[config.mk]
export PLATFORM = sky130hd
export DESIGN_NAME = kiss_ax25_frame_receiver_core
export DESIGN_NICKNAME = d
export VERILOG_FILES = /design/src/design/kfr_pkg.sv /design/src/design/kiss_ax25_frame_receiver_core.sv
export VERILOG_INCLUDE_DIRS = /design/src /design/src/design
export SDC_FILE = /design/constraint.sdc
export NUM_CORES = 1
export LEC_CHECK = 0
export BUFFER_PORTS_ARGS = -buffer_cell sky130_fd_sc_hd__buf_4
export CORE_ASPECT_RATIO = 0.7
export CORE_UTILIZATION = 40
export DETAILED_ROUTE_END_ITERATION = 7
export PLACE_DENSITY = 0.73
export RECOVER_POWER = 25
export SLEW_MARGIN = 20
export SYNTH_ARGS = -nofsm -noshare
export SYNTH_HDL_FRONTEND = slang
export SYNTH_SLANG_ARGS = --single-unit
[constraint.sdc]
create_clock -name clk -period 1.8 [get_ports clk]
set_clock_uncertainty 0.15 [all_clocks]
set_input_delay 0.36 -clock clk [delete_from_list [all_inputs] [get_ports clk]]
set_output_delay 0.36 -clock clk [all_outputs]
set_load 0.03 [all_outputs]
[src/design/kiss_ax25_frame_receiver_core_defines.svh]
// Assertion macros for the KISS AX.25 frame receiver.
`ifndef KISS_AX25_FRAME_RECEIVER_CORE_DEFINES_SVH
`define KISS_AX25_FRAME_RECEIVER_CORE_DEFINES_SVH

`ifndef NO_ASSERTIONS
// Same-cycle implication, sampled on clk, off during reset.
`define KFR_ASSERT_IMP(lbl, ante, cons) \
  lbl: assert property (@(posedge clk) disable iff (rst) (ante) |-> (cons)) \
    else $error("kfr assertion failed");
// Next-cycle implication, sampled on clk, off during reset.
`define KFR_ASSERT_NXT(lbl, ante, cons) \
  lbl: assert property (@(posedge clk) disable iff (rst) (ante) |=> (cons)) \
    else $error("kfr assertion failed");
`else
`define KFR_ASSERT_IMP(lbl, ante, cons)
`define KFR_ASSERT_NXT(lbl, ante, cons)
`endif

`endif

[src/design/kfr_pkg.sv]
// Constants and types shared by the KISS AX.25 frame receiver.
package kfr_pkg;

  localparam int MAX_FRAME = 1024;
  localparam int CNT_BITS  = $clog2(MAX_FRAME + 1);
  localparam int CNT_W     = (CNT_BITS > 11) ? CNT_BITS : 11;

  localparam logic [7:0] FEND  = 8'hC0;
  localparam logic [7:0] FESC  = 8'hDB;
  localparam logic [7:0] TFEND = 8'hDC;
  localparam logic [7:0] TFESC = 8'hDD;
  localparam logic [7:0] CMD_DATA = 8'h00;
  localparam logic [7:0] BEACON_MARK = 8'hFF;

  localparam logic [1:0] KIND_BYTE    = 2'd0;
  localparam logic [1:0] KIND_END     = 2'd1;
  localparam logic [1:0] KIND_REJECT  = 2'd2;
  localparam logic [1:0] KIND_OVERRUN = 2'd3;

  localparam logic [2:0] SEC_DEST = 3'd0;
  localparam logic [2:0] SEC_SRC  = 3'd1;
  localparam logic [2:0] SEC_CTRL = 3'd2;
  localparam logic [2:0] SEC_PID  = 3'd3;
  localparam logic [2:0] SEC_INFO = 3'd4;

  localparam logic [CNT_W-1:0] ADDR_END  = CNT_W'(14);
  localparam logic [CNT_W-1:0] DEST_END  = CNT_W'(7);
  localparam logic [CNT_W-1:0] PID_POS   = CNT_W'(15);
  localparam logic [CNT_W-1:0] INFO_POS  = CNT_W'(16);
  localparam logic [CNT_W-1:0] MAX_COUNT = CNT_W'(MAX_FRAME);

  typedef enum logic [3:0] {
    PH_HUNT = 4'b0001,
    PH_CMD  = 4'b0010,
    PH_DATA = 4'b0100,
    PH_ESC  = 4'b1000
  } phase_t;

endpackage

[src/design/kiss_ax25_frame_receiver_core.sv]
// KISS deframer top level: unescapes AX.25 frames and tags each word.
// An accepted word's result is registered and shows at the outputs in the next
// cycle; words with no result (opening FEND, data command, FESC) only update state.
// Throughput: one word per cycle, set by the single result register; the input
// stalls only while that register holds a result the sink is stalling.
// Reset (rst, synchronous, active high): hunt for FEND, count and flag cleared.
`include "kiss_ax25_frame_receiver_core_defines.svh"

module kiss_ax25_frame_receiver_core
  import kfr_pkg::*;
(
  input  logic        clk,
  input  logic        rst,
  input  logic        byte_valid,
  output logic        byte_stall,
  input  logic [7:0]  in_byte,
  output logic        result_valid,
  input  logic        result_stall,
  output logic [1:0]  kind,
  output logic [7:0]  value,
  output logic [2:0]  section,
  output logic [9:0]  position,
  output logic [10:0] frame_length,
  output logic        short_frame,
  output logic        beacon
);

  // Frame state.
  phase_t           phase, phase_next;
  logic [CNT_W-1:0] byte_count, byte_count_next;
  logic             beacon_seen, beacon_seen_next;

  // Result computed from the word being accepted.
  logic        emit;
  logic [1:0]  kind_next;
  logic [7:0]  value_next;
  logic [2:0]  section_next;
  logic [9:0]  position_next;
  logic [10:0] frame_length_next;
  logic        short_frame_next;
  logic        beacon_next;

  logic        take;
  logic        out_free;
  logic        do_decode;
  logic        do_end;
  logic [7:0]  dec_byte;

  // The result register frees when empty or when the sink takes it this cycle.
  assign out_free   = !result_valid || !result_stall;
  assign byte_stall = !out_free;
  assign take       = byte_valid && out_free;

  // Phase walk: pick what this word does.
  always_comb begin
    phase_next       = phase;
    byte_count_next  = byte_count;
    beacon_seen_next = beacon_seen;
    emit             = 1'b0;
    do_decode        = 1'b0;
    do_end           = 1'b0;
    dec_byte         = in_byte;
    kind_next        = KIND_BYTE;
    value_next       = '0;
    section_next     = SEC_DEST;
    position_next    = '0;
    frame_length_next = '0;
    short_frame_next = 1'b0;
    beacon_next      = 1'b0;

    unique case (phase)
      PH_HUNT: begin
        if (in_byte == FEND) begin
          phase_next = PH_CMD;
        end else begin
          emit      = 1'b1;
          kind_next = KIND_REJECT;
        end
      end
      PH_CMD: begin
        if (in_byte == CMD_DATA) begin
          phase_next       = PH_DATA;
          byte_count_next  = '0;
          beacon_seen_next = 1'b0;
        end else begin
          phase_next = PH_HUNT;
          emit       = 1'b1;
          kind_next  = KIND_REJECT;
        end
      end
      PH_DATA: begin
        if (in_byte == FEND) begin
          do_end = 1'b1;
        end else if (in_byte == FESC) begin
          phase_next = PH_ESC;
        end else begin
          do_decode = 1'b1;
        end
      end
      PH_ESC: begin
        if (in_byte == FEND) begin
          // Drop the pending escape and close the frame.
          do_end = 1'b1;
        end else begin
          phase_next = PH_DATA;
          do_decode  = 1'b1;
          // Unknown escaped codes pass through unchanged.
          if (in_byte == TFEND) begin
            dec_byte = FEND;
          end else if (in_byte == TFESC) begin
            dec_byte = FESC;
          end
        end
      end
      default: begin
        phase_next = PH_HUNT;
      end
    endcase

    if (do_end) begin
      phase_next        = PH_HUNT;
      emit              = 1'b1;
      kind_next         = KIND_END;
      frame_length_next = byte_count[10:0];
      short_frame_next  = (byte_count < INFO_POS);
      beacon_next       = beacon_seen;
    end

    if (do_decode) begin
      emit = 1'b1;
      if (byte_count >= MAX_COUNT) begin
        // Frame full: report and drop the word, count holds.
        kind_next = KIND_OVERRUN;
      end else begin
        kind_next       = KIND_BYTE;
        position_next   = byte_count[9:0];
        byte_count_next = byte_count + CNT_W'(1);
        // Address callsign bytes arrive shifted left by one.
        value_next = (byte_count < ADDR_END) ? {1'b0, dec_byte[7:1]} : dec_byte;
        if (byte_count < DEST_END) begin
          section_next = SEC_DEST;
        end else if (byte_count < ADDR_END) begin
          section_next = SEC_SRC;
        end else if (byte_count == ADDR_END) begin
          section_next = SEC_CTRL;
        end else if (byte_count == PID_POS) begin
          section_next = SEC_PID;
        end else begin
          section_next = SEC_INFO;
        end
        if (byte_count == INFO_POS && dec_byte == BEACON_MARK) begin
          beacon_seen_next = 1'b1;
        end
      end
    end
  end

  // Advance state only on an accepted word.
  always_ff @(posedge clk) begin
    if (rst) begin
      phase       <= PH_HUNT;
      byte_count  <= '0;
      beacon_seen <= 1'b0;
    end else if (take) begin
      phase       <= phase_next;
      byte_count  <= byte_count_next;
      beacon_seen <= beacon_seen_next;
    end
  end

  // Result register: load when free, hold while the sink stalls.
  always_ff @(posedge clk) begin
    if (rst) begin
      result_valid <= 1'b0;
    end else if (out_free) begin
      result_valid <= take && emit;
    end
  end

  always_ff @(posedge clk) begin
    if (out_free) begin
      kind         <= kind_next;
      value        <= value_next;
      section      <= section_next;
      position     <= position_next;
      frame_length <= frame_length_next;
      short_frame  <= short_frame_next;
      beacon       <= beacon_next;
    end
  end

  // Checks on the frame logic.
  `KFR_ASSERT_IMP(a_count_bound, 1'b1, byte_count <= MAX_COUNT)
  `KFR_ASSERT_IMP(a_beacon_count, beacon_seen, byte_count > INFO_POS)
  `KFR_ASSERT_NXT(a_hunt_reject, take && phase == PH_HUNT && in_byte != FEND, result_valid && kind == KIND_REJECT)
  `KFR_ASSERT_IMP(a_nonbyte_zero, result_valid && kind != KIND_BYTE, value == 8'd0 && position == 10'd0 && section == SEC_DEST)

endmodule
==> results.md <==
* Hold Buf Count CTS at 0
* Routed Antenna Nets at 0
* Drt drc at 0
* Largest net degree at the start of global routing at 37
* Crit path cell chain: nor4b_4, o21ai_4, buf_8, a211o_4, a211oi_2
* DR pass1 iterations at 4
* Worst r2r src: phase[0]$_SDFFE_PP1P_
* EDFF count, synth at 36
* Post-Syn Area at 2830 sq um
* Clk pin slew, worst setup/hold paths at 0.09 ns
* Status: finished with violations
* Root Buffer Master: clkbuf_8
* Die W at 102 microns
* Antenna violations before repair at 0
* Global-route usage over all layers at 0.217
* Worst slew pin tran at 0.851 ns
* Hold Path End: phase[1]$_SDFFE_PP0P_
* WL/cell at 16.8 microns
* Layout cell share with drive strength beyond 1 at 0.522
* Yosys cell types at 62
* Top sig layer: met4
* Crit path time final at 1.92 ns
* Nature of the critical path startpoint: flip-flop
* Clock power frac at 0.329
* Cell with the largest stage delay on the worst path: a211o_4
* FILL cells at 515
* Cells after Synth at 253
* Place WS at -0.313 ns
* Routed vias/inst at 5.45
* H-tree depth at 2
* Setup crit end kind: flip-flop
* Row Count at 25
* Post-DP HPWL at 5140 microns
* Syn Area/Cell at 11.2 sq um
* CP max FO at 7
* CTS tree: done
* Worst path bufs/invs at 1
* Hold Crit Depth at 2
* Wire length on met2 at 3740 microns
* Initial Utilization at 0.416
* #FFs+latches synth at 53
* Vias in the first global route at 2484
* Clock Tree Buf Depth at 2
* Achievable clock frequency at 0.521 GHz
* Comb pwr share at 0.122
* Reg power frac at 0.549
* CORE AREA at 6790 sq um
* GPL Wtd Cong at 0.925
* Cell Area, Placed at 3790 sq um
* Die ar. at 7410 sq um
* Arr. time, crit path at 1.92 ns
* Final Hold Vio Count at 0
* Synth warn at 0
* Cell Int Power at 1.86 mW
* Final period util at 1.07
* Detailed-route wire length at 7830 microns
* Register area share after synthesis at 0.503
* Delay-heaviest family, CP: compound AO/OA/AOI/OAI gates
* Setup violations, final at 26
* Worst path required time at 1.80 ns
* Area grow syn2layout at 51.9%
* Worst path max stage delay at 0.40 ns
* Initial DRC count at 113
* GRT Residual Overflow at 0
* Ant. Diodes at 0
* Slew margin rel. at 0.432
* Die Height at 72.3 microns
* Routed wl met3 at 393 microns
* Clock sinks at 53
* HP Class: input port to flip-flop
* Async S/R FF share, synth at 0
* HP Start: rst
* Ports at 50
* First-pass GRT wire length at 12200 microns
* Setup slack, reg-to-reg at -0.12 ns
* Final Max Slew Viols at 0
* FF-to-FF End: section[0]$_SDFFCE_PP0N_
* Failing checks: setup timing
* Setup Crit Path Kind: flip-flop to flip-flop
* Worst-Skew Late Latency at 0.31 ns
* Inserted Clock Buffers at 5
* Vias at 2541
* Max IR drop VDD at 0.316 mV
* Fin nets at 385
* Max-Cap Viols at 0
* Switch share at 0.238
* IO Port Bufs at 49
* Final WS setup at -0.119 ns
* Post-Syn Nets at 267
* M1 WL at 3590 microns
* PD cells at 568 nW/um^2
* Finished Cell Area at 4290 sq um
* Reg2reg path depth at 5
* Switching Power at 581 uW
* Leak at 1.65 nW
* RSZ-0062 raised after global routing: yes
* Post-synth top flop: edfxtp_1
## state kept, by name, indices dropped and copies added, names as in the netlist, 2 cells and up
signal        count
frame_length     11
value             8
byte_count       11
kind              2
position         10
phase             4
section           3
## cell usage after synthesis (4+ instances only)
| cell type | count | area, sq um |
|---|---|---|
| a2111oi_2 | 5 | 75.1 |
| nor4b_1 | 4 | 35.0 |
| nand2b_1 | 9 | 56.3 |
| edfxtp_1 | 36 | 1080 |
| nand4_1 | 7 | 43.8 |
| nor2_1 | 16 | 60.1 |
| nand2_1 | 22 | 82.6 |
| inv_1 | 6 | 22.5 |
| and2_1 | 16 | 100 |
| a21oi_1 | 7 | 35.0 |
| nand3_1 | 9 | 45.0 |
| and3_1 | 5 | 31.3 |
| buf_2 | 8 | 40.0 |
| dfxtp_1 | 17 | 340 |
| mux2i_1 | 13 | 130 |
| nor3_1 | 7 | 35.0 |
| a211oi_1 | 8 | 60.1 |
## cell families after synthesis
logic type / Yosys count / synth area share
xor gates and xnor gates: 1 / 0.00310
and+or+nand+nor: 116 / 0.248
AOI/OAI and AO/OA: 47 / 0.151
DFF: 53 / 0.503
buffers and inverters: 21 / 0.0398
adders and majority gates: 2 / 0.00885
muxes: 13 / 0.0460
## how the worst max path moves through the flow
stage / endpoint / cells past startpoint / from
6_report: section[0]$_SDFFCE_PP0N_ / 5 / phase[0]$_SDFFE_PP1P_
4_1_cts: value[1]$_SDFFCE_PP0N_ / 5 / phase[1]$_SDFFE_PP0P_
2_1_floorplan: byte_count[2]$_SDFFE_PP0P_ / 6 / phase[3]$_SDFFE_PP0P_
3_3_place_gp: value[7]$_SDFFCE_PP0N_ / 4 / phase[0]$_SDFFE_PP1P_
5_1_grt: value[1]$_SDFFCE_PP0N_ / 6 / phase[0]$_SDFFE_PP1P_
3_5_place_dp: value[7]$_SDFFCE_PP0N_ / 4 / phase[0]$_SDFFE_PP1P_
## stage by stage
| step | power (mW) | hold slack, ns | TNS [ns] | instances | util |
|---|---|---|---|---|---|
| 3_3_place_gp | 1.65 | 0.326 | -6.45 | 448 | 0.558 |
| 3_5_place_dp | 1.65 | 0.331 | -7.28 | 448 | 0.558 |
| 4_1_cts | 2.44 | 0.144 | -1.16 | 463 | 0.618 |
| 6_report | 2.44 | 0.148 | -1.60 | 466 | 0.633 |
| 5_1_grt | 2.51 | 0.172 | -3.61 | 466 | 0.633 |
| 2_1_floorplan | 1.51 | 0.284 | -1.19 | 253 | - |
## power groups by stage
stage / Combinational [mW] / Sequential [mW] / Clock, mW
global route: 0.315 / 1.34 / 0.853
global placement: 0.283 / 1.37 / 0
floorplan: 0.0702 / 1.44 / 0
finish: 0.297 / 1.34 / 0.803
detailed placement: 0.288 / 1.37 / 0
CTS: 0.296 / 1.34 / 0.804
## layout make-up
| cell class | instances | area [sq um] | area share |
|---|---|---|---|
| well taps | 94 | 118 | 0.0274 |
| multi-input cells | 180 | 1630 | 0.380 |
| repair buffers | 125 | 985 | 0.229 |
| clock inverters | 2 | 35.0 | 0.00816 |
| inverters | 6 | 22.5 | 0.00524 |
| flip-flops and latches | 53 | 1430 | 0.333 |
| clock buffers | 6 | 72.6 | 0.0169 |
## routing by layer
layer	vias to the layer above	track usage
met3	16	0.0424
met2	81	0.350
met4	0	0.0714
li1	1200	-
met5	-	0
met1	1244	0.294
## timing repair
item	CTS	global route
endpoints found under the setup margin	35	38
pin swaps	19	20
cloned	2	1
buffers inserted	5	2
resized for setup	40	23
## cell usage in the layout, fill, tap and decap left out, types with 9 or more instances in the layout
cell type and instances:
buf_4 114, edfxtp_1 36, nand2_1 21, and2_1 16, mux2i_1 13, nor2_1 11, dfxtp_1 10, nand2b_1 9
Power figures use the tool's default switching activity.
